==> src/rtl/core/pmc_pkg.sv <==
// shared types, constants and a helper function of the power meter mppt controller
package pmc_pkg;

  // sample and field widths
  localparam int unsigned ADC_BITS   = 12;
  localparam int unsigned SHIFT_W    = 4;
  localparam int unsigned GAIN_W     = 16;
  localparam int unsigned DUTY_W     = 17;
  localparam int unsigned DIFF_W     = ADC_BITS + 1;
  localparam int unsigned VALUE_W    = 29;
  localparam int unsigned PROD_W     = 2 * VALUE_W;
  localparam int unsigned POWER_W    = 41;
  localparam int unsigned POWER_LSB  = 16;
  localparam int unsigned ADDR_W     = 5;
  localparam int unsigned DATA_W     = 32;

  // multiplier operand padding up to the value width
  localparam int unsigned GAIN_PAD   = VALUE_W - GAIN_W;
  localparam int unsigned DIFF_PAD   = VALUE_W - DIFF_W;

  // duty limits in q1.16
  localparam logic [DUTY_W-1:0] DUTY_ONE   = 17'd65536;
  localparam logic [DUTY_W-1:0] DUTY_FLOOR = 17'd3277;

  // reset values
  localparam logic [SHIFT_W-1:0]  FILTER_SHIFT_RST = 4'd5;
  localparam logic [GAIN_W-1:0]   VOLTAGE_GAIN_RST = 16'd160;
  localparam logic [GAIN_W-1:0]   CURRENT_GAIN_RST = 16'd48;
  localparam logic [DUTY_W-1:0]   DUTY_INIT_RST    = 17'd32768;
  localparam logic [DUTY_W-1:0]   DUTY_STEP_RST    = 17'd655;
  localparam logic [ADC_BITS-1:0] VOLTAGE_FILT_RST = 12'd2090;
  localparam logic [ADC_BITS-1:0] CURRENT_FILT_RST = 12'd2048;

  // register indexes
  localparam logic [2:0] REG_FILTER_SHIFT = 3'd0;
  localparam logic [2:0] REG_VOLTAGE_ZERO = 3'd1;
  localparam logic [2:0] REG_CURRENT_ZERO = 3'd2;
  localparam logic [2:0] REG_VOLTAGE_GAIN = 3'd3;
  localparam logic [2:0] REG_CURRENT_GAIN = 3'd4;
  localparam logic [2:0] REG_DUTY_INITIAL = 3'd5;
  localparam logic [2:0] REG_DUTY_STEP    = 3'd6;

  // controller states
  typedef enum logic [4:0] {
    ST_IDLE   = 5'b00001,
    ST_MUL_V  = 5'b00010,
    ST_MUL_C  = 5'b00100,
    ST_MUL_P  = 5'b01000,
    ST_FINISH = 5'b10000
  } pmc_state_e;

  // configuration seen by the datapath
  typedef struct packed {
    logic [SHIFT_W-1:0]  filter_shift;
    logic [ADC_BITS-1:0] voltage_zero;
    logic [ADC_BITS-1:0] current_zero;
    logic [GAIN_W-1:0]   voltage_gain;
    logic [GAIN_W-1:0]   current_gain;
    logic [DUTY_W-1:0]   duty_step;
  } pmc_cfg_t;

  // duty preload on a duty_initial write
  typedef struct packed {
    logic              load;
    logic [DUTY_W-1:0] value;
  } pmc_duty_load_t;

  // controller commands to the datapath
  typedef struct packed {
    logic load_filt;
    logic mul_v;
    logic mul_c;
    logic mul_p;
    logic finish;
  } pmc_cmd_t;

  // shift-based exponential filter step
  function automatic logic [ADC_BITS-1:0] filt_step(
    input logic [ADC_BITS-1:0] prev,
    input logic [ADC_BITS-1:0] sample,
    input logic [SHIFT_W-1:0]  shift
  );
    logic [ADC_BITS:0] acc;
    acc = {1'b0, prev} - {1'b0, prev >> shift} + {1'b0, sample >> shift};
    return acc[ADC_BITS-1:0];
  endfunction

endpackage

==> src/rtl/core/pmc_if.sv <==
// input and result channel interfaces of the power meter mppt controller

// sample word channel
interface pmc_in_if;
  logic                          valid;
  logic                          ready;
  logic [pmc_pkg::ADC_BITS-1:0]  voltage_sample;
  logic [pmc_pkg::ADC_BITS-1:0]  current_sample;

  modport source (output valid, output voltage_sample, output current_sample, input ready);
  modport sink (input valid, input voltage_sample, input current_sample, output ready);
endinterface

// result word channel
interface pmc_out_if;
  logic                                valid;
  logic                                ready;
  logic signed [pmc_pkg::VALUE_W-1:0]  voltage_value;
  logic signed [pmc_pkg::VALUE_W-1:0]  current_value;
  logic signed [pmc_pkg::POWER_W-1:0]  power_value;
  logic [pmc_pkg::DUTY_W-1:0]          duty_applied;
  logic [pmc_pkg::DUTY_W-1:0]          duty_next;

  modport source (
    output valid, output voltage_value, output current_value, output power_value,
    output duty_applied, output duty_next, input ready
  );
  modport sink (
    input valid, input voltage_value, input current_value, input power_value,
    input duty_applied, input duty_next, output ready
  );
endinterface

==> src/rtl/core/pmc_regs.sv <==
// apb configuration registers of the power meter mppt controller
module pmc_regs (
  input  logic                          clk_i,
  input  logic                          rst_ni,
  input  logic                          psel,
  input  logic                          penable,
  input  logic                          pwrite,
  input  logic [pmc_pkg::ADDR_W-1:0]    paddr,
  input  logic [pmc_pkg::DATA_W-1:0]    pwdata,
  output logic [pmc_pkg::DATA_W-1:0]    prdata,
  output logic                          pready,
  output pmc_pkg::pmc_cfg_t             cfg_o,
  output pmc_pkg::pmc_duty_load_t       duty_load_o
);

  logic [pmc_pkg::SHIFT_W-1:0]  filter_shift_q, filter_shift_d;
  logic [pmc_pkg::ADC_BITS-1:0] voltage_zero_q, voltage_zero_d;
  logic [pmc_pkg::ADC_BITS-1:0] current_zero_q, current_zero_d;
  logic [pmc_pkg::GAIN_W-1:0]   voltage_gain_q, voltage_gain_d;
  logic [pmc_pkg::GAIN_W-1:0]   current_gain_q, current_gain_d;
  logic [pmc_pkg::DUTY_W-1:0]   duty_initial_q, duty_initial_d;
  logic [pmc_pkg::DUTY_W-1:0]   duty_step_q, duty_step_d;
  logic                         wr_en;
  logic [2:0]                   reg_idx;
  logic [pmc_pkg::DUTY_W-1:0]   wr_duty;

  assign pready  = 1'b1;
  assign wr_en   = psel & penable & pwrite;
  assign reg_idx = paddr[4:2];
  assign wr_duty = pwdata[pmc_pkg::DUTY_W-1:0];

  // register write decode
  always_comb begin
    filter_shift_d = filter_shift_q;
    voltage_zero_d = voltage_zero_q;
    current_zero_d = current_zero_q;
    voltage_gain_d = voltage_gain_q;
    current_gain_d = current_gain_q;
    duty_initial_d = duty_initial_q;
    duty_step_d    = duty_step_q;
    if (wr_en) begin
      case (reg_idx)
        pmc_pkg::REG_FILTER_SHIFT: filter_shift_d = pwdata[pmc_pkg::SHIFT_W-1:0];
        pmc_pkg::REG_VOLTAGE_ZERO: voltage_zero_d = pwdata[pmc_pkg::ADC_BITS-1:0];
        pmc_pkg::REG_CURRENT_ZERO: current_zero_d = pwdata[pmc_pkg::ADC_BITS-1:0];
        pmc_pkg::REG_VOLTAGE_GAIN: voltage_gain_d = pwdata[pmc_pkg::GAIN_W-1:0];
        pmc_pkg::REG_CURRENT_GAIN: current_gain_d = pwdata[pmc_pkg::GAIN_W-1:0];
        pmc_pkg::REG_DUTY_INITIAL: duty_initial_d = wr_duty;
        pmc_pkg::REG_DUTY_STEP:    duty_step_d    = wr_duty;
        default: ;
      endcase
    end
  end

  always_ff @(posedge clk_i or negedge rst_ni) begin
    if (!rst_ni) begin
      filter_shift_q <= pmc_pkg::FILTER_SHIFT_RST;
      voltage_zero_q <= '0;
      current_zero_q <= '0;
      voltage_gain_q <= pmc_pkg::VOLTAGE_GAIN_RST;
      current_gain_q <= pmc_pkg::CURRENT_GAIN_RST;
      duty_initial_q <= pmc_pkg::DUTY_INIT_RST;
      duty_step_q    <= pmc_pkg::DUTY_STEP_RST;
    end else begin
      filter_shift_q <= filter_shift_d;
      voltage_zero_q <= voltage_zero_d;
      current_zero_q <= current_zero_d;
      voltage_gain_q <= voltage_gain_d;
      current_gain_q <= current_gain_d;
      duty_initial_q <= duty_initial_d;
      duty_step_q    <= duty_step_d;
    end
  end

  // duty preload, saturated at one
  always_comb begin
    duty_load_o.load  = wr_en && (reg_idx == pmc_pkg::REG_DUTY_INITIAL);
    duty_load_o.value = (wr_duty > pmc_pkg::DUTY_ONE) ? pmc_pkg::DUTY_ONE : wr_duty;
  end

  // read back
  always_comb begin
    prdata = '0;
    case (reg_idx)
      pmc_pkg::REG_FILTER_SHIFT: prdata = {28'd0, filter_shift_q};
      pmc_pkg::REG_VOLTAGE_ZERO: prdata = {20'd0, voltage_zero_q};
      pmc_pkg::REG_CURRENT_ZERO: prdata = {20'd0, current_zero_q};
      pmc_pkg::REG_VOLTAGE_GAIN: prdata = {16'd0, voltage_gain_q};
      pmc_pkg::REG_CURRENT_GAIN: prdata = {16'd0, current_gain_q};
      pmc_pkg::REG_DUTY_INITIAL: prdata = {15'd0, duty_initial_q};
      pmc_pkg::REG_DUTY_STEP:    prdata = {15'd0, duty_step_q};
      default:                   prdata = '0;
    endcase
  end

  always_comb begin
    cfg_o.filter_shift = filter_shift_q;
    cfg_o.voltage_zero = voltage_zero_q;
    cfg_o.current_zero = current_zero_q;
    cfg_o.voltage_gain = voltage_gain_q;
    cfg_o.current_gain = current_gain_q;
    cfg_o.duty_step    = duty_step_q;
  end

endmodule

==> src/rtl/core/pmc_ctrl.sv <==
// sequencing state machine of the power meter mppt controller
module pmc_ctrl (
  input  logic              clk_i,
  input  logic              rst_ni,
  input  logic              in_valid_i,
  output logic              in_ready_o,
  output logic              out_valid_o,
  input  logic              out_ready_i,
  output pmc_pkg::pmc_cmd_t cmd_o
);

  pmc_pkg::pmc_state_e state_q, state_d;
  logic                out_valid_q, out_valid_d;
  logic                finish_ok;
  logic                accept;

  // result can be written when the output slot is free or being emptied
  assign finish_ok   = (state_q == pmc_pkg::ST_FINISH) && (!out_valid_q || out_ready_i);
  assign in_ready_o  = (state_q == pmc_pkg::ST_IDLE) || finish_ok;
  assign accept      = in_valid_i && in_ready_o;
  assign out_valid_o = out_valid_q;

  // next state
  always_comb begin
    state_d = state_q;
    case (state_q)
      pmc_pkg::ST_IDLE: begin
        if (accept) state_d = pmc_pkg::ST_MUL_V;
      end
      pmc_pkg::ST_MUL_V: state_d = pmc_pkg::ST_MUL_C;
      pmc_pkg::ST_MUL_C: state_d = pmc_pkg::ST_MUL_P;
      pmc_pkg::ST_MUL_P: state_d = pmc_pkg::ST_FINISH;
      pmc_pkg::ST_FINISH: begin
        if (finish_ok) state_d = accept ? pmc_pkg::ST_MUL_V : pmc_pkg::ST_IDLE;
      end
      default: state_d = pmc_pkg::ST_IDLE;
    endcase
  end

  // output slot occupancy
  always_comb begin
    out_valid_d = out_valid_q;
    if (finish_ok) begin
      out_valid_d = 1'b1;
    end else if (out_ready_i) begin
      out_valid_d = 1'b0;
    end
  end

  always_ff @(posedge clk_i or negedge rst_ni) begin
    if (!rst_ni) begin
      state_q     <= pmc_pkg::ST_IDLE;
      out_valid_q <= 1'b0;
    end else begin
      state_q     <= state_d;
      out_valid_q <= out_valid_d;
    end
  end

  // datapath commands
  always_comb begin
    cmd_o.load_filt = accept;
    cmd_o.mul_v     = (state_q == pmc_pkg::ST_MUL_V);
    cmd_o.mul_c     = (state_q == pmc_pkg::ST_MUL_C);
    cmd_o.mul_p     = (state_q == pmc_pkg::ST_MUL_P);
    cmd_o.finish    = finish_ok;
  end

endmodule

==> src/rtl/core/pmc_datapath.sv <==
// filters, shared multiplier and mppt decision of the power meter mppt controller
module pmc_datapath (
  input  logic                                clk_i,
  input  logic                                rst_ni,
  input  pmc_pkg::pmc_cmd_t                   cmd_i,
  input  pmc_pkg::pmc_cfg_t                   cfg_i,
  input  pmc_pkg::pmc_duty_load_t             duty_load_i,
  input  logic [pmc_pkg::ADC_BITS-1:0]        voltage_sample_i,
  input  logic [pmc_pkg::ADC_BITS-1:0]        current_sample_i,
  output logic signed [pmc_pkg::VALUE_W-1:0]  voltage_value_o,
  output logic signed [pmc_pkg::VALUE_W-1:0]  current_value_o,
  output logic signed [pmc_pkg::POWER_W-1:0]  power_value_o,
  output logic [pmc_pkg::DUTY_W-1:0]          duty_applied_o,
  output logic [pmc_pkg::DUTY_W-1:0]          duty_next_o
);

  // mppt state
  logic [pmc_pkg::ADC_BITS-1:0]       vfilt_q, vfilt_d;
  logic [pmc_pkg::ADC_BITS-1:0]       cfilt_q, cfilt_d;
  logic signed [pmc_pkg::POWER_W-1:0] best_q, best_d;
  logic [pmc_pkg::DUTY_W-1:0]         saved_q, saved_d;
  logic [pmc_pkg::DUTY_W-1:0]         duty_q, duty_d;

  // intermediate and result words
  logic signed [pmc_pkg::VALUE_W-1:0] v_q, c_q;
  logic signed [pmc_pkg::PROD_W-1:0]  prod_q;
  logic signed [pmc_pkg::VALUE_W-1:0] res_v_q, res_c_q;
  logic signed [pmc_pkg::POWER_W-1:0] res_p_q;
  logic [pmc_pkg::DUTY_W-1:0]         res_applied_q, res_next_q;

  logic signed [pmc_pkg::DIFF_W-1:0]  vdiff, cdiff;
  logic signed [pmc_pkg::VALUE_W-1:0] mul_a, mul_b;
  logic signed [pmc_pkg::PROD_W-1:0]  mul_y;
  logic signed [pmc_pkg::POWER_W-1:0] power;
  logic                               better;
  logic [pmc_pkg::DUTY_W:0]           duty_up;
  logic signed [pmc_pkg::DUTY_W+1:0]  duty_down;
  logic [pmc_pkg::DUTY_W-1:0]         duty_new;

  // offset removal
  assign vdiff = $signed({1'b0, vfilt_q}) - $signed({1'b0, cfg_i.voltage_zero});
  assign cdiff = $signed({1'b0, cfilt_q}) - $signed({1'b0, cfg_i.current_zero});

  // shared multiplier operand select
  always_comb begin
    if (cmd_i.mul_v) begin
      mul_a = {{pmc_pkg::DIFF_PAD{vdiff[pmc_pkg::DIFF_W-1]}}, vdiff};
      mul_b = $signed({{pmc_pkg::GAIN_PAD{1'b0}}, cfg_i.voltage_gain});
    end else if (cmd_i.mul_c) begin
      mul_a = {{pmc_pkg::DIFF_PAD{cdiff[pmc_pkg::DIFF_W-1]}}, cdiff};
      mul_b = $signed({{pmc_pkg::GAIN_PAD{1'b0}}, cfg_i.current_gain});
    end else begin
      mul_a = v_q;
      mul_b = c_q;
    end
  end

  assign mul_y = mul_a * mul_b;

  // product registers
  always_ff @(posedge clk_i) begin
    if (cmd_i.mul_v) v_q <= mul_y[pmc_pkg::VALUE_W-1:0];
    if (cmd_i.mul_c) c_q <= mul_y[pmc_pkg::VALUE_W-1:0];
    if (cmd_i.mul_p) prod_q <= mul_y;
  end

  // arithmetic shift by 16 floors toward minus infinity
  assign power  = prod_q[pmc_pkg::POWER_LSB +: pmc_pkg::POWER_W];
  assign better = power > best_q;

  // duty step up clamped at one, step down clamped at the floor
  assign duty_up   = {1'b0, duty_q} + {1'b0, cfg_i.duty_step};
  assign duty_down = $signed({2'b00, saved_q}) - $signed({2'b00, cfg_i.duty_step});

  always_comb begin
    if (better) begin
      duty_new = (duty_up > {1'b0, pmc_pkg::DUTY_ONE}) ? pmc_pkg::DUTY_ONE
                                                        : duty_up[pmc_pkg::DUTY_W-1:0];
    end else if (duty_down < $signed({2'b00, pmc_pkg::DUTY_FLOOR})) begin
      duty_new = pmc_pkg::DUTY_FLOOR;
    end else begin
      duty_new = duty_down[pmc_pkg::DUTY_W-1:0];
    end
  end

  // state update
  always_comb begin
    vfilt_d = vfilt_q;
    cfilt_d = cfilt_q;
    best_d  = best_q;
    saved_d = saved_q;
    duty_d  = duty_q;
    if (cmd_i.load_filt) begin
      vfilt_d = pmc_pkg::filt_step(vfilt_q, voltage_sample_i, cfg_i.filter_shift);
      cfilt_d = pmc_pkg::filt_step(cfilt_q, current_sample_i, cfg_i.filter_shift);
    end
    if (cmd_i.finish) begin
      duty_d = duty_new;
      if (better) begin
        best_d  = power;
        saved_d = duty_q;
      end else begin
        best_d  = '0;
      end
    end
    if (duty_load_i.load) begin
      duty_d = duty_load_i.value;
    end
  end

  always_ff @(posedge clk_i or negedge rst_ni) begin
    if (!rst_ni) begin
      vfilt_q <= pmc_pkg::VOLTAGE_FILT_RST;
      cfilt_q <= pmc_pkg::CURRENT_FILT_RST;
      best_q  <= '0;
      saved_q <= '0;
      duty_q  <= pmc_pkg::DUTY_INIT_RST;
    end else begin
      vfilt_q <= vfilt_d;
      cfilt_q <= cfilt_d;
      best_q  <= best_d;
      saved_q <= saved_d;
      duty_q  <= duty_d;
    end
  end

  // result word register
  always_ff @(posedge clk_i) begin
    if (cmd_i.finish) begin
      res_v_q       <= v_q;
      res_c_q       <= c_q;
      res_p_q       <= power;
      res_applied_q <= duty_q;
      res_next_q    <= duty_new;
    end
  end

  assign voltage_value_o = res_v_q;
  assign current_value_o = res_c_q;
  assign power_value_o   = res_p_q;
  assign duty_applied_o  = res_applied_q;
  assign duty_next_o     = res_next_q;

endmodule

==> src/rtl/core/power_meter_mppt_controller.sv <==
// power meter with perturb-and-observe mppt, top level
// a result word is valid after the filter update and the voltage, current
//   and power products on the single shared 29x29 multiplier, followed by
//   the mppt decision, which waits while the output slot is still full
// a new sample word is taken in the cycle its predecessor's result is written
// reset (async, active low): filters 2090/2048, duty 32768, best power and
//   saved duty zero, registers at their defaults, no result pending
module power_meter_mppt_controller (
  input  logic                        clk_i,
  input  logic                        rst_ni,
  pmc_in_if.sink                      sample_i,
  pmc_out_if.source                   result_o,
  input  logic                        psel,
  input  logic                        penable,
  input  logic                        pwrite,
  input  logic [pmc_pkg::ADDR_W-1:0]  paddr,
  input  logic [pmc_pkg::DATA_W-1:0]  pwdata,
  output logic [pmc_pkg::DATA_W-1:0]  prdata,
  output logic                        pready
);

  pmc_pkg::pmc_cfg_t       cfg;
  pmc_pkg::pmc_duty_load_t duty_load;
  pmc_pkg::pmc_cmd_t       cmd;

  // configuration registers
  pmc_regs u_regs (
    .clk_i       (clk_i),
    .rst_ni      (rst_ni),
    .psel        (psel),
    .penable     (penable),
    .pwrite      (pwrite),
    .paddr       (paddr),
    .pwdata      (pwdata),
    .prdata      (prdata),
    .pready      (pready),
    .cfg_o       (cfg),
    .duty_load_o (duty_load)
  );

  // sequencer
  pmc_ctrl u_ctrl (
    .clk_i       (clk_i),
    .rst_ni      (rst_ni),
    .in_valid_i  (sample_i.valid),
    .in_ready_o  (sample_i.ready),
    .out_valid_o (result_o.valid),
    .out_ready_i (result_o.ready),
    .cmd_o       (cmd)
  );

  // arithmetic and mppt state
  pmc_datapath u_datapath (
    .clk_i            (clk_i),
    .rst_ni           (rst_ni),
    .cmd_i            (cmd),
    .cfg_i            (cfg),
    .duty_load_i      (duty_load),
    .voltage_sample_i (sample_i.voltage_sample),
    .current_sample_i (sample_i.current_sample),
    .voltage_value_o  (result_o.voltage_value),
    .current_value_o  (result_o.current_value),
    .power_value_o    (result_o.power_value),
    .duty_applied_o   (result_o.duty_applied),
    .duty_next_o      (result_o.duty_next)
  );

endmodule

==> src/flat_wrapper.sv <==
// flat-port wrapper written by rule: the top's interface ports become plain ports
module power_meter_mppt_controller_flat 
  (clk_i, rst_ni, psel, penable, pwrite, paddr, pwdata, prdata, pready, sample_i_valid, sample_i_voltage_sample, sample_i_current_sample, sample_i_ready, result_o_valid, result_o_voltage_value, result_o_current_value, result_o_power_value, result_o_duty_applied, result_o_duty_next, result_o_ready);
  pmc_in_if sample_i_i ();
  pmc_out_if result_o_i ();
  input  logic clk_i;
  input  logic rst_ni;
  input  logic psel;
  input  logic penable;
  input  logic pwrite;
  input  logic [pmc_pkg::ADDR_W-1:0] paddr;
  input  logic [pmc_pkg::DATA_W-1:0] pwdata;
  output logic [pmc_pkg::DATA_W-1:0] prdata;
  output logic pready;
  input wire logic [$bits(sample_i_i.valid)-1:0] sample_i_valid;
  input wire logic [$bits(sample_i_i.voltage_sample)-1:0] sample_i_voltage_sample;
  input wire logic [$bits(sample_i_i.current_sample)-1:0] sample_i_current_sample;
  output wire logic [$bits(sample_i_i.ready)-1:0] sample_i_ready;
  output wire logic [$bits(result_o_i.valid)-1:0] result_o_valid;
  output wire logic [$bits(result_o_i.voltage_value)-1:0] result_o_voltage_value;
  output wire logic [$bits(result_o_i.current_value)-1:0] result_o_current_value;
  output wire logic [$bits(result_o_i.power_value)-1:0] result_o_power_value;
  output wire logic [$bits(result_o_i.duty_applied)-1:0] result_o_duty_applied;
  output wire logic [$bits(result_o_i.duty_next)-1:0] result_o_duty_next;
  input wire logic [$bits(result_o_i.ready)-1:0] result_o_ready;
  assign sample_i_i.valid = sample_i_valid;
  assign sample_i_i.voltage_sample = sample_i_voltage_sample;
  assign sample_i_i.current_sample = sample_i_current_sample;
  assign sample_i_ready = sample_i_i.ready;
  assign result_o_valid = result_o_i.valid;
  assign result_o_voltage_value = result_o_i.voltage_value;
  assign result_o_current_value = result_o_i.current_value;
  assign result_o_power_value = result_o_i.power_value;
  assign result_o_duty_applied = result_o_i.duty_applied;
  assign result_o_duty_next = result_o_i.duty_next;
  assign result_o_i.ready = result_o_ready;
  power_meter_mppt_controller u_core (.clk_i(clk_i), .rst_ni(rst_ni), .sample_i(sample_i_i), .result_o(result_o_i), .psel(psel), .penable(penable), .pwrite(pwrite), .paddr(paddr), .pwdata(pwdata), .prdata(prdata), .pready(pready));
endmodule
==> config.mk <==
export PLATFORM = sky130hd
export DESIGN_NAME = power_meter_mppt_controller_flat
export DESIGN_NICKNAME = d
export VERILOG_FILES = /design/src/rtl/core/pmc_pkg.sv /design/src/rtl/core/pmc_if.sv /design/src/rtl/core/pmc_regs.sv /design/src/rtl/core/pmc_ctrl.sv /design/src/rtl/core/pmc_datapath.sv /design/src/rtl/core/power_meter_mppt_controller.sv /design/src/flat_wrapper.sv
export SDC_FILE = /design/constraint.sdc
export NUM_CORES = 2
export LEC_CHECK = 0
export ABC_AREA = 1
export BUFFER_PORTS_ARGS = -buffer_cell sky130_fd_sc_hd__buf_4
export CAP_MARGIN = 25
export CORE_MARGIN = 2
export CORE_UTILIZATION = 66
export CTS_BUF_LIST = sky130_fd_sc_hd__clkbuf_2
export CTS_CLUSTER_DIAMETER = 50
export DETAILED_ROUTE_END_ITERATION = 6
export PLACE_DENSITY = 0.85
export SLEW_MARGIN = 10
export SYNTH_ARGS = -nofsm -noshare
export SYNTH_HDL_FRONTEND = slang
export SYNTH_SLANG_ARGS = --single-unit
==> constraint.sdc <==
create_clock -name clk_i -period 13.1 [get_ports clk_i]
set_clock_uncertainty 0.2 [all_clocks]
set_input_delay 1.965 -clock clk_i [delete_from_list [all_inputs] [get_ports clk_i]]
set_output_delay 1.965 -clock clk_i [all_outputs]
set_load 0.05 [all_outputs]
-- After elaboration in Yosys (flattened, before gate mapping)
Index checks and enable logic that the tools add are counted.
- output and inout bits: 168
- input bits: 68
- register bits: 447
- logic and storage cells: 90
- muxes and demuxes: 18
- equality and inequality tests: 13
- $lt $le $gt $ge: 4
- $add $sub $neg: 8
- reduce and logical (&&, ||, !) cells: 18
- shift-type cells: 4
- bitwise operators: 2
- $mul: 1
- operator list (cell ; number):
    17-bit one-hot mux with 7 select lines ; 1
    29-bit two-way mux ; 4
    17-bit two-way mux ; 6
    29-bit by 29-bit multiplier with 57-bit output ; 1
    12-bit by 4-bit >> shifter with 12-bit output ; 4
    41-bit greater-than comparator ; 1
    41-bit two-way mux ; 1
    12-bit by 12-bit subtractor with 13-bit output ; 2
    5-bit one-hot mux with 5 select lines ; 1
    12-bit adder ; 2
    12-bit subtractor ; 2
    17-bit by 17-bit adder with 18-bit output ; 1
    18-bit by 17-bit greater-than comparator with 1-bit output (second input constant) ; 1
    18-bit by 13-bit < comparator with 1-bit output (second input constant) ; 1
    2-bit AND reduction ; 9
    17-bit by 17-bit subtractor with 18-bit output ; 1
    17-bit greater-than comparator (second input constant) ; 1
    5-bit two-way mux ; 2
    3-bit == test (second input constant) ; 3
    3-bit by 2-bit == test with 1-bit output (second input constant) ; 2
    5-bit by 1-bit == test with 1-bit output (second input constant) ; 1
    5-bit by 2-bit == test with 1-bit output (second input constant) ; 1
    5-bit by 3-bit == test with 1-bit output (second input constant) ; 1
    5-bit by 4-bit == test with 1-bit output (second input constant) ; 1
    other kinds (11) ; 18

-- Depth between registers and ports, before layout
- depth in word-level cells: 8
- mapped depth: 50
- mapped depth without buffers: 49

-- Modules after synthesis
A second synthesis with hierarchy kept.
- cell total of the unflattened synthesis: 6354
- area, all modules: 54616.1 um^2
- by module, submodules not included (module ; area each (um^2) ; cells each ; times used):
    pmc_datapath ; 49505.0 ; 5726 ; 1
    pmc_regs ; 4718.3 ; 579 ; 1
    pmc_ctrl ; 392.9 ; 49 ; 1

-- Worst setup path before layout
No wires, ideal clock.
- kind: reg-to-reg
- start: reg u_core.u_datapath.vfilt_q[1] (netlist bit)
- end: reg u_core.u_datapath.prod_q[55] (netlist bit), data pin
- setup slack: 3.862 ns
- period minus slack after synthesis: 9.238 ns
- stages on the path, launching flop included: 42
- arrival: 8.785 ns
- path buffers: 2
- path through: dfstp_2 > inv_1 > fa_1 > o21ai_1 > o21ai_1 > o21ai_2 > a21boi_1 > o21ai_1 > nand2_4 > inv_4 > nand2_2 > buf_6 > buf_2 > nand2_1 > fa_1 > inv_1 > fa_1 > fa_1 > (+6 left out) > inv_1 > fa_1 > inv_1 > ha_1 > a21oi_1 > inv_1 > a31oi_1 > o21ai_0 > a21oi_1 > nand3_1 > nand2_1 > o211ai_1 > a21oi_1 > inv_1 > nand2_1 > nand3_1 > nand2_1 > nand2_1
- longest elaborated chain between the ends: 3
- RTL lines (element ; RTL line ; RTL):
    start: declaration ; pmc_datapath.sv:18 ; logic [pmc_pkg::ADC_BITS-1:0] vfilt_q, vfilt_d;
    start signal: assignment ; pmc_datapath.sv:113 ; vfilt_q <= pmc_pkg::VOLTAGE_FILT_RST;
    start signal: assignment ; pmc_datapath.sv:119 ; vfilt_q <= vfilt_d;
    12-bit by 12-bit subtractor with 13-bit output ; pmc_datapath.sv:41 ; assign vdiff = $signed({1'b0, vfilt_q}) - $signed({1'b0, cfg_i.voltage_zero});
    29-bit two-way mux ; pmc_datapath.sv:46 ; if (cmd_i.mul_v) begin
    29-bit by 29-bit multiplier with 57-bit output ; pmc_datapath.sv:58 ; assign mul_y = mul_a * mul_b;
    net u_core.u_datapath.mul_y (one bit) ; pmc_datapath.sv:33 ; logic signed [pmc_pkg::PROD_W-1:0] mul_y;
    end signal: assignment ; pmc_datapath.sv:64 ; if (cmd_i.mul_p) prod_q <= mul_y;
    end: declaration ; pmc_datapath.sv:26 ; logic signed [pmc_pkg::PROD_W-1:0] prod_q;
The timed path passes the listed nets, and every way through them passes these cells.
A chain may end at the register's enable or synchronous reset.

-- Worst setup path after layout
- start: reg u_core.u_regs.voltage_zero_q[0] (netlist bit)
- end: reg u_core.u_datapath.prod_q[55] (netlist bit), data pin
- longest elaborated chain between the ends: 3
- RTL lines (element ; RTL line ; RTL):
    start: declaration ; pmc_regs.sv:17 ; logic [pmc_pkg::ADC_BITS-1:0] voltage_zero_q, voltage_zero_d;
    start signal: assignment ; pmc_regs.sv:66 ; voltage_zero_q <= voltage_zero_d;
    12-bit by 12-bit subtractor with 13-bit output ; pmc_datapath.sv:41 ;
    29-bit two-way mux ; pmc_datapath.sv:46 ;
    29-bit by 29-bit multiplier with 57-bit output ; pmc_datapath.sv:58 ;
    net u_core.u_datapath.mul_y (one bit) ; pmc_datapath.sv:33 ;
The timed path passes the listed nets, and every way through them passes these cells.

==> impl_metrics.toml <==
[run_status]
status = "finished, violations left"
failed_checks = "DRC"

[floorplanning]
start_util_pct = 66.75
io_pins = 236
dieHeight_microns = 292.4
die_area_sq_um = 85500
die_w_microns = 292.4
rows = 105
core_area_sq_um = 82240

[placement]
portBuffers = 202
dp_hpwl_microns = 124200
gp_congestion = 1.009
place_area_sq_um = 57070

[job]
maxCapViolCount = 0

[timing]
slew_headroom_pct = 28.34
max_freq_ghz = 0.09091
tightest_slew_ns = 1.072
grt_setup_unrepaired = "false"
hold_ws_ns = 0.2630
drv_slew = 0
finalSetupTns_ns = 0
fin_crit_sh_pct = 83.97
setup_violations = 0
fin_crit_ns = 11.00
hold_violations = 0

[synthesis]
synth_xor_area_share_pct = 1.771
synth_simple_gate_area_share_pct = 14.55
synth-async-reset-ratio_pct = 46.17
syn_area_sq_um = 54900
ys.flop_type = "edfxtp_1"
postSynthCellCount = 6451
synth_edf_count = 232
synth.mux.area_fraction_pct = 0.4330
synth_fa_ha_area_share_pct = 40.11
synth_seq_cells = 431
synth_cell_types = 62
ys_seq_area_share_pct = 21.81
synth_top_family_by_area = "adder cells"
ys_warn_count = 0
synth_compound_area_share_pct = 7.348
avgSynthCellArea_sq_um = 8.510

[routing]
vias = 44650
via_per_inst = 5.771
first_iter_violations = 4513
firstDrtPassIters = 7
avgRoutedWirePerCell_microns = 20.22
antenna_left = 0
route.detailed.drc = 3
drt_wl_total_microns = 156400

[global_routing]
grt_pass1_wl_microns = 246700
grt_use_total_pct = 37.50
antenna_found_initial = 3
grt_pass1_vias = 46690
grt.overflow.total = 0
grt_max_degree = 87

[worst_setup_path]
critical_path_class = "reg -> reg"
cp_slowest_cell = "fa_1"
cpMostUsedCell = "fa_1"
cp_data_arrival_time_ns = 11.68
critPathLaunchType = "flip-flop"
worstRegToRegCells = 39
crit_fanout = 30
end_kind = "flip-flop"
required_ns = 13.78
critPathMaxStageDelay_ns = 0.77

[clock_network]
cts_buffers = 100
postCtsResizedCells = 0
htree_levels = 3
clkSinkCount = 431
clkTransAtPathRegs_ns = 0.11
clkLatencyLatePin_ns = 1.16
cts_root_buf = "clkbuf_2"
cts.path.max_buffers = 3
cts_setup_buffers = 0
cts_tree = "yes"
cts_hold_buf = 0

[final_layout]
final_layout_size_suffix_gt1_share_pct = 8.342
final_area_sq_um = 58270
nets = 7856
area_growth_pct = 6.138
mostFrequentLayoutCells = "inv_1, nand2_1, fa_1, nor2_1, o21ai_0"
layout_commonest_cell = "inv_1"

[hold_path]
hold_path_depth = 0
holdCritPathClass = "reg -> reg"
-- state kept, by name (all words and copies together), names as in the netlist, 12 cells and up --
name                               cells
u_core.u_datapath.duty_applied_o      17
u_core.u_datapath.saved_q             17
u_core.u_datapath.voltage_value_o     29
u_core.u_regs.current_zero_q          12
u_core.u_datapath.duty_next_o         17
u_core.u_regs.voltage_zero_q          12
u_core.u_datapath.best_q              41
u_core.u_regs.current_gain_q          16
u_core.u_regs.duty_step_q             17
u_core.u_regs.voltage_gain_q          16
u_core.u_datapath.c_q                 29
u_core.u_datapath.power_value_o       41
u_core.u_datapath.current_value_o     29
u_core.u_datapath.prod_q              41
u_core.u_datapath.duty_q              17
u_core.u_datapath.v_q                 29
u_core.u_datapath.cfilt_q             12
u_core.u_regs.duty_initial_q          17
u_core.u_datapath.vfilt_q             12
-- area by class of cell --
| cell class | count | area (sq um) |
|---|---|---|
| multi-input combinational | 4057 | 35360 |
| fill | 6079 | 23970 |
| sequential | 431 | 11970 |
| inverter | 1731 | 6500 |
| timing repair buffer | 258 | 2026 |
| tap | 1070 | 1339 |
| clock buffer | 155 | 775.7 |
| clock inverter | 33 | 290.3 |
| antenna | 3 | 7.507 |
-- stage by stage --
| stage | instances | worst slack (ns) | utilization, % |
|---|---|---|---|
| finish | 7738 | 2.100 | 70.85 |
| detailed placement | 7541 | 2.181 | 69.40 |
| floorplan | 6465 | 3.862 | - |
| global placement | 7540 | 2.374 | 69.38 |
| CTS | 7729 | 2.129 | 70.70 |
| global route | 7738 | 1.545 | 70.85 |
-- routing by layer --
metal / share of wire, % / vias to the layer above / global-route usage, %
li1: - / 19540 / -
met1: 35 / 21700 / 45.29
met2: 47 / 2677 / 61.51
met3: 11 / 737 / 8.066
met4: 7.5 / 2 / 23.96
met5: 0.0089 / - / 0
-- logic make-up after synthesis --
| logic type | after synthesis |
|---|---|
| and+or+nand+nor | 1989 |
| buffers and inverters | 1977 |
| adders and majority gates | 1209 |
| AOI/OAI and AO/OA | 710 |
| DFF | 431 |
| xor gates and xnor gates | 111 |
| muxes | 22 |
| other | 2 |
-- critical path, delay by kind of cell (launching register included) --
family	cells	cell delay, ns
AO/OA/AOI/OAI	11	1.87
adder cells (fa/ha/maj)	11	5.48
buffers and inverters	8	1.03
flip-flops	1	0.48
AND/OR/NAND/NOR	9	1.62
-- final timing paths --
check / slack [ns] / end / from
max: 2.10 / u_core.u_datapath.prod_q[55] / u_core.u_regs.voltage_zero_q[0]
min: 0.26 / u_core.u_datapath.current_value_o[23] / u_core.u_datapath.c_q[23]
max reg2reg: 2.10 / u_core.u_datapath.prod_q[55] / u_core.u_regs.voltage_zero_q[0]
min reg2reg: 0.26 / u_core.u_datapath.current_value_o[23] / u_core.u_datapath.c_q[23]
max in group asynchronous: 9.91 / u_core.u_datapath.saved_q[3] / rst_ni
min in group asynchronous: 0.65 / u_core.u_regs.voltage_gain_q[0] / rst_ni
-- synthesized netlist by cell type (22+ instances only) --
cell type	n	share of area (%)
a21oi_1	206	1.9
nand2_1	1351	9.2
dfrtp_1	179	8.2
xnor2_1	46	0.73
ha_1	291	6.6
o21ai_0	300	2.7
nand4_1	33	0.38
inv_2	26	0.18
buf_2	115	1.0
a31oi_1	34	0.39
inv_1	1697	12
fa_1	918	33
nor2_1	364	2.5
buf_4	22	0.30
o211ai_1	30	0.41
xor2_1	65	1.0
edfxtp_1	232	13
nand3_1	171	1.6
clkbuf_1	96	0.66
Power is not shown: default switching activity piles up to over one toggle a cycle in this logic, so the estimate is an artifact.
